$ cat src/sv/trq_pkg.sv
// Shared constants, types and state encodings for the timestamp request queue.
package trq_pkg;

   localparam int CAPACITY = 16;
   localparam int IDX_W = (CAPACITY > 1) ? $clog2(CAPACITY) : 1;
   localparam int CNT_W = $clog2(CAPACITY + 1);

   localparam int ID_W = 8;
   localparam int STAMP_W = 32;
   localparam int COUNT_W = 5;
   localparam int ENTRY_W = ID_W + STAMP_W;

   localparam int REQ_DATA_W = 40;
   localparam int REQ_USER_W = 1;
   localparam int RSP_DATA_W = 48;
   localparam int RSP_USER_W = 2;

   localparam logic FUNC_INSERT = 1'b0;
   localparam logic FUNC_REMOVE = 1'b1;

   typedef enum logic [4:0] {
      ST_IDLE   = 5'b00001,
      ST_INSERT = 5'b00010,
      ST_SCAN   = 5'b00100,
      ST_DRAIN  = 5'b01000,
      ST_FINISH = 5'b10000
   } state_type;

   typedef struct packed {
      logic load;
      logic insert;
      logic scan;
      logic finish;
   } cmd_type;

   typedef struct packed {
      logic scan_last;
      logic out_free;
   } status_type;

endpackage

$ cat src/sv/trq_ram.sv
// Generic single-write, single-read RAM with a registered read port.
module trq_ram #(
   parameter int WIDTH = 8,
   parameter int DEPTH = 16
) (
   input  logic                             clock,
   input  logic                             wr_en,
   input  logic [$clog2(DEPTH)-1:0]         wr_addr,
   input  logic [WIDTH-1:0]                 wr_data,
   input  logic                             rd_en,
   input  logic [$clog2(DEPTH)-1:0]         rd_addr,
   output logic [WIDTH-1:0]                 rd_data
);

   logic [WIDTH-1:0] mem_ff [DEPTH];
   logic [WIDTH-1:0] rd_data_ff;

   always_ff @(posedge clock) begin
      if (wr_en) begin
         mem_ff[wr_addr] <= wr_data;
      end
      if (rd_en) begin
         rd_data_ff <= mem_ff[rd_addr];
      end
   end

   assign rd_data = rd_data_ff;

endmodule

$ cat src/sv/trq_ctrl.sv
// Sequencing state machine for one queue operation.
module trq_ctrl import trq_pkg::*; (
   input  logic       clock,
   input  logic       reset,
   input  logic       req_tvalid,
   input  logic [REQ_USER_W-1:0] req_func,
   output logic       req_tready,
   input  status_type status,
   output cmd_type    cmd
);

   state_type state_ff, state_in;

   always_comb begin
      state_in = state_ff;
      cmd = '0;
      req_tready = 1'b0;
      case (state_ff)
         ST_IDLE: begin
            req_tready = 1'b1;
            if (req_tvalid) begin
               cmd.load = 1'b1;
               state_in = (req_func[0] == FUNC_INSERT) ? ST_INSERT : ST_SCAN;
            end
         end
         ST_INSERT: begin
            cmd.insert = 1'b1;
            state_in = ST_SCAN;
         end
         ST_SCAN: begin
            cmd.scan = 1'b1;
            if (status.scan_last) begin
               state_in = ST_DRAIN;
            end
         end
         ST_DRAIN: begin
            state_in = ST_FINISH;
         end
         ST_FINISH: begin
            if (status.out_free) begin
               cmd.finish = 1'b1;
               state_in = ST_IDLE;
            end
         end
         default: begin
            state_in = ST_IDLE;
         end
      endcase
   end

   always_ff @(posedge clock) begin
      if (reset) begin
         state_ff <= ST_IDLE;
      end else begin
         state_ff <= state_in;
      end
   end

   // A taken request must be followed by a busy state in which req_tready is low.
   assert property (@(posedge clock) disable iff (reset)
      (req_tvalid && req_tready) |=> !req_tready)
      else $error("request accepted on two consecutive cycles");

endmodule

$ cat src/sv/trq_dpath.sv
// Slot store, occupancy flags, match and head search, and result register.
module trq_dpath import trq_pkg::*; (
   input  logic                  clock,
   input  logic                  reset,
   input  cmd_type               cmd,
   output status_type            status,
   input  logic [REQ_DATA_W-1:0] req_tdata,
   input  logic [REQ_USER_W-1:0] req_tuser,
   output logic                  rsp_tvalid,
   input  logic                  rsp_tready,
   output logic [RSP_DATA_W-1:0] rsp_tdata,
   output logic [RSP_USER_W-1:0] rsp_tuser
);

   // Latched request.
   logic               func_ff;
   logic [ID_W-1:0]    id_ff;
   logic [STAMP_W-1:0] stamp_ff;

   logic [CAPACITY-1:0] valid_ff, valid_in;
   logic [CNT_W-1:0]    count_ff, count_in;
   logic                ok_ff, ok_in;

   logic [IDX_W-1:0] scan_idx_ff;
   logic [IDX_W-1:0] cmp_idx_ff;
   logic             cmp_vld_ff;

   logic               best_found_ff, best_found_in;
   logic [ID_W-1:0]    best_id_ff, best_id_in;
   logic [STAMP_W-1:0] best_stamp_ff, best_stamp_in;

   logic               rsp_valid_ff, rsp_valid_in;
   logic [COUNT_W-1:0] rsp_count_ff;
   logic               rsp_ok_ff;
   logic               rsp_head_valid_ff;
   logic [ID_W-1:0]    rsp_head_id_ff;
   logic [STAMP_W-1:0] rsp_head_stamp_ff;

   logic               has_free;
   logic [IDX_W-1:0]   free_idx;
   logic [ENTRY_W-1:0] rd_data;
   logic [ID_W-1:0]    rd_id;
   logic [STAMP_W-1:0] rd_stamp;
   logic               slot_used;
   logic               match;
   logic               take_out;
   logic               better;

   // Lowest free slot.
   always_comb begin
      has_free = 1'b0;
      free_idx = '0;
      for (int i = CAPACITY - 1; i >= 0; i--) begin
         if (!valid_ff[i]) begin
            has_free = 1'b1;
            free_idx = IDX_W'(i);
         end
      end
   end

   trq_ram #(
      .WIDTH(ENTRY_W),
      .DEPTH(CAPACITY)
   ) u_slots (
      .clock  (clock),
      .wr_en  (cmd.insert && has_free),
      .wr_addr(free_idx),
      .wr_data({id_ff, stamp_ff}),
      .rd_en  (cmd.scan),
      .rd_addr(scan_idx_ff),
      .rd_data(rd_data)
   );

   assign rd_id = rd_data[ENTRY_W-1:STAMP_W];
   assign rd_stamp = rd_data[STAMP_W-1:0];
   assign slot_used = cmp_vld_ff && valid_ff[cmp_idx_ff];
   assign match = slot_used && (rd_id == id_ff) && (rd_stamp == stamp_ff);
   // Only the first matching slot of a remove is dropped.
   assign take_out = (func_ff == FUNC_REMOVE) && match && !ok_ff;
   assign better = !best_found_ff || (rd_stamp < best_stamp_ff) ||
                   ((rd_stamp == best_stamp_ff) && (rd_id < best_id_ff));

   always_comb begin
      valid_in = valid_ff;
      count_in = count_ff;
      ok_in = ok_ff;
      best_found_in = best_found_ff;
      best_id_in = best_id_ff;
      best_stamp_in = best_stamp_ff;
      if (cmd.load) begin
         ok_in = 1'b0;
         best_found_in = 1'b0;
         best_id_in = '0;
         best_stamp_in = '0;
      end
      if (cmd.insert && has_free) begin
         valid_in[free_idx] = 1'b1;
         count_in = count_ff + CNT_W'(1);
         ok_in = 1'b1;
      end
      if (take_out) begin
         valid_in[cmp_idx_ff] = 1'b0;
         count_in = count_ff - CNT_W'(1);
         ok_in = 1'b1;
      end else if (slot_used && better) begin
         best_found_in = 1'b1;
         best_id_in = rd_id;
         best_stamp_in = rd_stamp;
      end
   end

   always_comb begin
      rsp_valid_in = rsp_valid_ff;
      if (cmd.finish) begin
         rsp_valid_in = 1'b1;
      end else if (rsp_tready) begin
         rsp_valid_in = 1'b0;
      end
   end

   always_ff @(posedge clock) begin
      if (reset) begin
         valid_ff <= '0;
         count_ff <= '0;
         cmp_vld_ff <= 1'b0;
         rsp_valid_ff <= 1'b0;
      end else begin
         valid_ff <= valid_in;
         count_ff <= count_in;
         cmp_vld_ff <= cmd.scan;
         rsp_valid_ff <= rsp_valid_in;
      end
   end

   always_ff @(posedge clock) begin
      if (cmd.load) begin
         func_ff <= req_tuser[0];
         id_ff <= req_tdata[ID_W-1:0];
         stamp_ff <= req_tdata[ENTRY_W-1:ID_W];
         scan_idx_ff <= '0;
      end else if (cmd.scan) begin
         scan_idx_ff <= scan_idx_ff + IDX_W'(1);
      end
      cmp_idx_ff <= scan_idx_ff;
      ok_ff <= ok_in;
      best_found_ff <= best_found_in;
      best_id_ff <= best_id_in;
      best_stamp_ff <= best_stamp_in;
      if (cmd.finish) begin
         rsp_count_ff <= COUNT_W'(count_ff);
         rsp_ok_ff <= ok_ff;
         rsp_head_valid_ff <= best_found_ff;
         rsp_head_id_ff <= best_id_ff;
         rsp_head_stamp_ff <= best_stamp_ff;
      end
   end

   assign status.scan_last = (scan_idx_ff == IDX_W'(CAPACITY - 1));
   assign status.out_free = !rsp_valid_ff || rsp_tready;

   assign rsp_tvalid = rsp_valid_ff;
   assign rsp_tdata = {(RSP_DATA_W - COUNT_W - ENTRY_W)'(0), rsp_head_stamp_ff,
                       rsp_head_id_ff, rsp_count_ff};
   assign rsp_tuser = {rsp_head_valid_ff, rsp_ok_ff};

   // The entry count always agrees with the occupancy flags.
   assert property (@(posedge clock) disable iff (reset)
      count_ff == CNT_W'($countones(valid_ff)))
      else $error("entry count out of step with occupancy flags");

   // A result is only loaded when the output register can take it.
   assert property (@(posedge clock) disable iff (reset)
      cmd.finish |-> status.out_free)
      else $error("result register overwritten while still pending");

   // A reported head exists exactly when the queue holds something.
   assert property (@(posedge clock) disable iff (reset)
      rsp_valid_ff |-> (rsp_head_valid_ff == (rsp_count_ff != '0)))
      else $error("head flag disagrees with entry count");

endmodule

$ cat src/sv/timestamp_request_queue_core.sv
// Top level of the timestamp request queue: controller plus slot datapath.
//
// Channel   Dir  Handshake              Contents
// req_      in   req_tvalid/req_tready  tuser: func; tdata: proc_id, stamp
// rsp_      out  rsp_tvalid/rsp_tready  tuser: op_ok, head_valid;
//                                       tdata: entry_count, head_id, head_stamp
//
// One transaction is processed at a time. An operation runs from the accepting
// cycle through a write of the new slot (insert only), then a sweep that reads
// the slot RAM one entry per cycle over all CAPACITY slots, then a drain step
// for the last compare and a finish step that loads the result register. The
// single read port of the slot RAM sets the length of the sweep.
// Reset is synchronous and active high; it empties the queue at once by
// clearing the per-slot occupancy flags, so no clearing pass is needed.
// A finished result sits in an output register; the block waits in its
// final state when that register is still full and rsp_tready is low.
module timestamp_request_queue_core import trq_pkg::*; (
   input  logic                  clock,
   input  logic                  reset,
   input  logic                  req_tvalid,
   output logic                  req_tready,
   // [7:0] proc_id, [39:8] stamp
   input  logic [REQ_DATA_W-1:0] req_tdata,
   // [0] func
   input  logic [REQ_USER_W-1:0] req_tuser,
   output logic                  rsp_tvalid,
   input  logic                  rsp_tready,
   // [4:0] entry_count, [12:5] head_id, [44:13] head_stamp, [47:45] zero
   output logic [RSP_DATA_W-1:0] rsp_tdata,
   // [0] op_ok, [1] head_valid
   output logic [RSP_USER_W-1:0] rsp_tuser
);

   cmd_type    cmd;
   status_type status;

   // The controller decides the order of steps: accept, optional slot write,
   // sweep, drain of the last compare, and hand-off to the output register.
   trq_ctrl u_ctrl (
      .clock     (clock),
      .reset     (reset),
      .req_tvalid(req_tvalid),
      .req_func  (req_tuser),
      .req_tready(req_tready),
      .status    (status),
      .cmd       (cmd)
   );

   // The datapath holds the slots, finds the lowest free slot for an insert,
   // removes the first match during the sweep and tracks the earliest request
   // (least stamp, ties to the least id) among the slots that remain.
   trq_dpath u_dpath (
      .clock     (clock),
      .reset     (reset),
      .cmd       (cmd),
      .status    (status),
      .req_tdata (req_tdata),
      .req_tuser (req_tuser),
      .rsp_tvalid(rsp_tvalid),
      .rsp_tready(rsp_tready),
      .rsp_tdata (rsp_tdata),
      .rsp_tuser (rsp_tuser)
   );

endmodule
$ cat config.mk
export PLATFORM = sky130hd
export DESIGN_NAME = timestamp_request_queue_core
export DESIGN_NICKNAME = d
export VERILOG_FILES = /design/src/sv/trq_pkg.sv /design/src/sv/trq_ram.sv /design/src/sv/trq_ctrl.sv /design/src/sv/trq_dpath.sv /design/src/sv/timestamp_request_queue_core.sv
export SDC_FILE = /design/constraint.sdc
export NUM_CORES = 1
export LEC_CHECK = 0
export BUFFER_PORTS_ARGS = -buffer_cell sky130_fd_sc_hd__buf_2
export CAP_MARGIN = 20
export CELL_PAD_IN_SITES_DETAIL_PLACEMENT = 1
export CELL_PAD_IN_SITES_GLOBAL_PLACEMENT = 1
export CORE_MARGIN = 4
export CORE_UTILIZATION = 45
export DETAILED_ROUTE_END_ITERATION = 8
export PLACE_DENSITY = 0.71
export REMOVE_ABC_BUFFERS = 1
export SYNTH_ARGS = -nofsm -noshare
export SYNTH_HDL_FRONTEND = slang
export SYNTH_SLANG_ARGS = --single-unit
$ cat constraint.sdc
create_clock -name clock -period 9.8 [get_ports clock]
set_clock_uncertainty 0.2 [all_clocks]
set_input_delay 0.98 -clock clock [delete_from_list [all_inputs] [get_ports clock]]
set_output_delay 0.98 -clock clock [all_outputs]
set_load 0.01 [all_outputs]
-- Yosys cells after proc, flatten, opt, wreduce, memory -nomap -nowiden
Memory sizes are Yosys's and may differ from the RTL's. A register that Yosys moved wholly into a read port is not among the register bits.
Cells that the tools add are included.
- register bits: 166
- memories: 1
- RAM bits: 640
- memories (memory ; depth ; bits a word ; rd ports ; clocked after Yosys merged registers in ; wr ports ; line ; RTL):
    u_dpath.u_slots.mem_ff ; 16 ; 40 ; 1 ; 1 ; 1 ; trq_ram.sv:15 ; logic [WIDTH-1:0] mem_ff [DEPTH];
- add/sub/neg operators: 3
- reductions and logical operators: 20
- bitwise operators: 3
- equality and inequality tests: 12
- mux-type cells: 67
- order comparisons: 6
- operator list (operator ; count):
    $mux 32 ; 3
    $eq 32x32->1 ; 2
    $mux 4 ; 16
    $mux 1 ; 33
    $lt 32x32->1 ; 1
    $mux 16 ; 2
    $mux 5 ; 5
    $pmux 5 s5 ; 1
    $mux 8 ; 3
    $and 16x16->16 ; 1
    $not 16->16 ; 1
    $or 16x16->16 ; 1
    $logic_and 1x1->1 ; 10
    $lt 4x5->1 const B ; 2
    $demux 1 s4 ; 2
    $eq 8x8->1 ; 1
    $ge 4x1->1 const B ; 2
    $lt 8x8->1 ; 1
    $ne 2x2->1 const B ; 3
    $add 5x1->5 const B ; 1
    $eq 5x1->1 const B ; 1
    $eq 5x2->1 const B ; 1
    $eq 5x3->1 const B ; 1
    $eq 5x4->1 const B ; 1
    11 further kinds ; 16

-- Longest topological paths before layout
- word-level depth: 24
- gate-level depth with buffers: 13
- depth with buffers taken out: 12

-- By module
From an unflattened synthesis, not the netlist that was laid out.
- cells, all modules: 1707
- area, all modules: 33278.2 um^2
- modules (own cells, without submodules) (module ; area each (um^2) ; cells each ; sequential area each (um^2) ; times used):
    trq_ram ; 25530.7 ; 1040 ; 20419.6 ; 1
    trq_dpath ; 7440.9 ; 630 ; 4103.9 ; 1
    trq_ctrl ; 306.5 ; 37 ; 100.1 ; 1

-- Worst setup path before layout
OpenSTA, ideal clock, no wires.
- kind: register to register
- start: reg u_ctrl.state_ff[3]
- end: reg u_dpath.valid_ff[14]
- clock period less this slack: 4.896 ns
- data required time: 9.516 ns
- cell stages (with the launch flop): 8
- setup time: 0.084 ns
- data arrival time: 4.613 ns
- path buffers: 0
- path slack: 4.904 ns
- cell sequence: dfxtp_1 -> nor2_1 -> nand3_1 -> nor3_1 -> nand3_1 -> nor3_1 -> o21ai_0 -> a31oi_1
- longest elaborated chain between the ends: 6
- ends and longest elaborated chain (element ; line ; RTL):
    from (decl) ; trq_ctrl.sv:12 ; state_type state_ff, state_in;
    from (signal assigned) ; trq_ctrl.sv:55 ; state_ff <= state_in;
    $eq 5x2->1 (*) ; trq_ctrl.sv:18 ; case (state_ff)
    $mux 1 (*) ; trq_ctrl.sv:18 ;
    $logic_and 1x1->1 (*) ; trq_dpath.sv:96 ; if (cmd.insert && has_free) begin
    $mux 16 (*) ; trq_dpath.sv:96 ;
    $and 16x16->16 (no line) ; - ;
    $mux 16 (*) ; trq_dpath.sv:101 ; if (take_out) begin
    to (signal assigned) ; trq_dpath.sv:128 ; valid_ff <= valid_in;
    to (decl) ; trq_dpath.sv:20 ; logic [CAPACITY-1:0] valid_ff, valid_in;
Mark *: on every way between the ends. The rest lies on a longest branch, timed or not.
A chain may end at the register's enable or synchronous reset.

-- Final worst setup path
- start: reg u_dpath.stamp_ff[1]
- end: reg u_dpath.count_ff[4]
- longest elaborated chain between the ends: 5
- elaborated cells between the ends (all ways): 6
- classes of those cells: 1 x eq/ne; 1 x mux; 4 x reduce/logical
- ends and longest elaborated chain (element ; line ; RTL):
    from (decl) ; trq_dpath.sv:18 ; logic [STAMP_W-1:0] stamp_ff;
    from (signal assigned) ; trq_dpath.sv:139 ; stamp_ff <= req_tdata[ENTRY_W-1:ID_W];
    $eq 32x32->1 (*) ; trq_dpath.sv:77 ; assign match = slot_used && (rd_id == id_ff) && (rd_stamp == stamp_ff);
    $logic_and 1x1->1 (*) ; trq_dpath.sv:77 ;
    $logic_and 1x1->1 (*) (2 in a row) ; trq_dpath.sv:79 ; assign take_out = (func_ff == FUNC_REMOVE) && match && !ok_ff;
    $mux 5 / $reduce_bool 2->1 (equally long branches) ; - ;
    to (signal assigned) ; trq_dpath.sv:129 ; count_ff <= count_in;
    to (decl) ; trq_dpath.sv:21 ; logic [CNT_W-1:0] count_ff, count_in;
Marked as above.

==> results.md <==
- DRC: 0
- Drt pass-1 iters: 5
- Post-CTS sizing: 0
- Gr ovfl total: 0
- DIE AREA: 0.0774 sq mm
- Nature of the critical path startpoint: register
- Cell mode on critical path: nor2_1
- Synth-to-Final Area Change: 14.1%
- CP Data Arrival Time: 4.60 ns
- Crit. End Element: register
- RSZ-0062 raised after global routing: no
- Synthesized area per cell: 20.8 sq um
- Crit Path Category: reg -> reg
- CTS Root Cell: clkbuf_16
- Worst EP required: 10.11 ns
- Relative slew slack: 29.1%
- Period utilization: 43.8%
- # diodes: 0
- Number of setup buffers added after CTS: 0
- Nets: 1820
- Dpl hpwl: 45000 microns
- H-Tree Depth: 3
- Hold WS: 0.229 ns
- Vias per cell: 5.83
- IO Count: 97
- Final TNS setup: 0 ns
- CTS Hold Bufs: 0
- Initial Utilization: 45.6%
- Post-synth EDFFs: 768
- # setup viols final: 0
- Yosys cell types: 57
- Clock Path Buffers: 3
- Slew Viols, Final: 0
- Warnings, synthesis: 0
- Worst Tran Pin Value: 1.06 ns
- Primary FF master, synth: edfxtp_1
- DIE HEIGHT: 278 microns
- Outcome: completed
- Starting DRT DRC Count: 1694
- Final Core Density: 52.1%
- Drt total wl: 81700 microns
- Antenna violations before repair: 1
- Global-route usage over all layers: 21.2%
- Post-route antenna net violation count: 0
- Max-Cap Viols: 0
- CTS tree: yes
- Routability Congestion: 0.816
- Vias after detailed routing: 16034
- Largest stage delay, worst path: 0.74 ns
- Post-synthesis sequential area ratio: 74.9%
- Worst hold path depth: 0
- Asr flop ratio synth: 0%
- Layout Cells excl Fill: 2751
- Core area: 0.0720 sq mm
- Power Density: 214 mW/mm^2
- CTS Buf Count: 88
- Netlist Area Pre-Place: 0.0329 sq mm
- Peak supply drop: 0.147 mV
- Worst min path class: reg -> reg
- Cell count of the worst reg-to-reg path: 12
- Min Clock Period, post-route: 4.30 ns
- Largest net degree at the start of global routing: 69
- Wirelength per Cell: 29.7 microns
- Max Clock Freq: 233 MHz
- Layout cell share with drive strength beyond 1: 29.4%
- Port-buffer cells: 93
- Core Rows: 98
- Flops & latches, synth: 846
- Final Hold Viols: 0
- CTS sink cnt: 846
- Pleak: 12.2 nW
- Worst-path cell chain: xnor2_1 -> nand4_1 -> nor4_1 -> nand4b_4 -> inv_1 -> ha_1 -> a21o_1 -> a21oi_1 -> nor2_1 -> mux2i_1 -> xor2_1 -> nor2_1
- Post-Synthesis Cells: 1582
- CP Max Fanout: 17
- Skew-Pair Late Insertion Delay: 0.63 ns
- First-pass GRT wire length: 119000 microns
- Vias in the first global route: 17133
- Placed Cells incl. Taps: 2590
- Critical-path cell with the highest stage delay: nor4_1
- Horiz. Die Dim: 278 microns
- Clock transition at path regs: 0.06 ns
[worst max-delay path, delay by kind of cell (launching register included)]
kind | cells | cell delay (ns)
buffers and inverters | 1 | 0.30
AOI/OAI and AO/OA | 2 | 0.35
and+or+nand+nor | 5 | 1.49
DFF | 1 | 0.62
adders and majority gates | 1 | 0.32
xor gates and xnor gates | 2 | 0.73
muxes | 1 | 0.16
[cells by family (layout without fill, tap and decap cells)]
group / Yosys count / in the layout / synth area share, %
flip-flops: 846 / 846 / 74.9
multiplexers: 248 / 248 / 15.9
AND/OR/NAND/NOR: 181 / 181 / 2.73
buffers and inverters: 123 / 340 / 1.61
AO/OA/AOI/OAI: 91 / 91 / 1.83
XOR/XNOR: 48 / 48 / 1.28
adder cells (fa/ha/maj): 44 / 44 / 1.70
other: 1 / 3 / 0.0114
[final timing paths]
| check | startpoint | end | slack, ns |
|---|---|---|---|
| worst min register to register | u_dpath.best_stamp_ff[9] | u_dpath.rsp_head_stamp_ff[9] | 0.23 |
| worst max register to register | u_dpath.stamp_ff[1] | u_dpath.count_ff[4] | 5.50 |
| worst max-delay path | u_dpath.stamp_ff[1] | u_dpath.count_ff[4] | 5.50 |
| worst min-delay path | u_dpath.best_stamp_ff[9] | u_dpath.rsp_head_stamp_ff[9] | 0.23 |
[flip-flops by register name, summed over array words and instances, names as in the netlist, 4 cells and up]
register	flops
u_dpath.count_ff	5
u_dpath.rsp_head_stamp_ff	32
u_dpath.id_ff	8
u_dpath.cmp_idx_ff	4
u_dpath.rsp_head_id_ff	8
u_dpath.valid_ff	16
u_dpath.u_slots.rd_data	40
u_dpath.best_stamp_ff	32
u_dpath.u_slots.mem_ff	640
u_dpath.rsp_count_ff	5
u_dpath.scan_idx_ff	4
u_dpath.best_id_ff	8
u_ctrl.state_ff	5
u_dpath.stamp_ff	32
[final cells by class]
cell class              count  area (sq um)
clock buffers             113          2360
clock inverters            47           567
repair buffers            123           711
inverters                  57           216
flip-flops and latches    846         24600
well taps                 950          1190
multi-input cells         615          7820
fillers                  6355         34500
[per-stage QoR]
stage	worst slack, ns	total power [mW]	cell area (sq um)
2_1_floorplan	1.55	4.61	32500
3_3_place_gp	5.60	4.69	34500
3_5_place_dp	5.58	4.71	34500
4_1_cts	5.57	8.09	37500
5_1_grt	5.19	8.30	37500
6_report	5.50	8.02	37500
[synth_stat cells (all sizes together), types with 26 or more instances]
cell,instances,share of area (%)
a21oi,26,0.40
nand2,30,0.34
edfxtp,768,70
inv,55,0.63
mux2,39,1.8
nor2,69,0.79
xnor2,43,1.1
clkbuf,37,0.42
dfxtp,78,4.8
ha,43,1.6
mux4,204,14
buf,29,0.54
[cells in the final DEF (no fill, tap or decap), drive strengths merged, types with 25 or more instances in the layout]
| cell type | n |
|---|---|
| clkbuf | 113 |
| nor2 | 69 |
| buf | 123 |
| clkinv | 28 |
| dfxtp | 78 |
| inv | 58 |
| nand2 | 30 |
| edfxtp | 768 |
| ha | 43 |
| a21oi | 26 |
| xnor2 | 43 |
| mux4 | 204 |
| nand4 | 25 |
| mux2 | 39 |
[power breakdown]
part	total [mW]	switching, mW	internal, mW
Combinational	0.461	0.217	0.243
Clock	3.39	1.37	2.02
Sequential	4.17	0.128	4.04
Total	8.02	1.72	6.30
[layer usage]
layer	wire [microns]	global-route usage, %	vias to the layer above
met4	1770	5.26	0
li1	-	-	6733
met5	0	0	-
met2	40400	34.9	583
met3	5260	4.10	107
met1	34200	29.4	8611
Note: power is estimated with default switching activity, not from simulation.
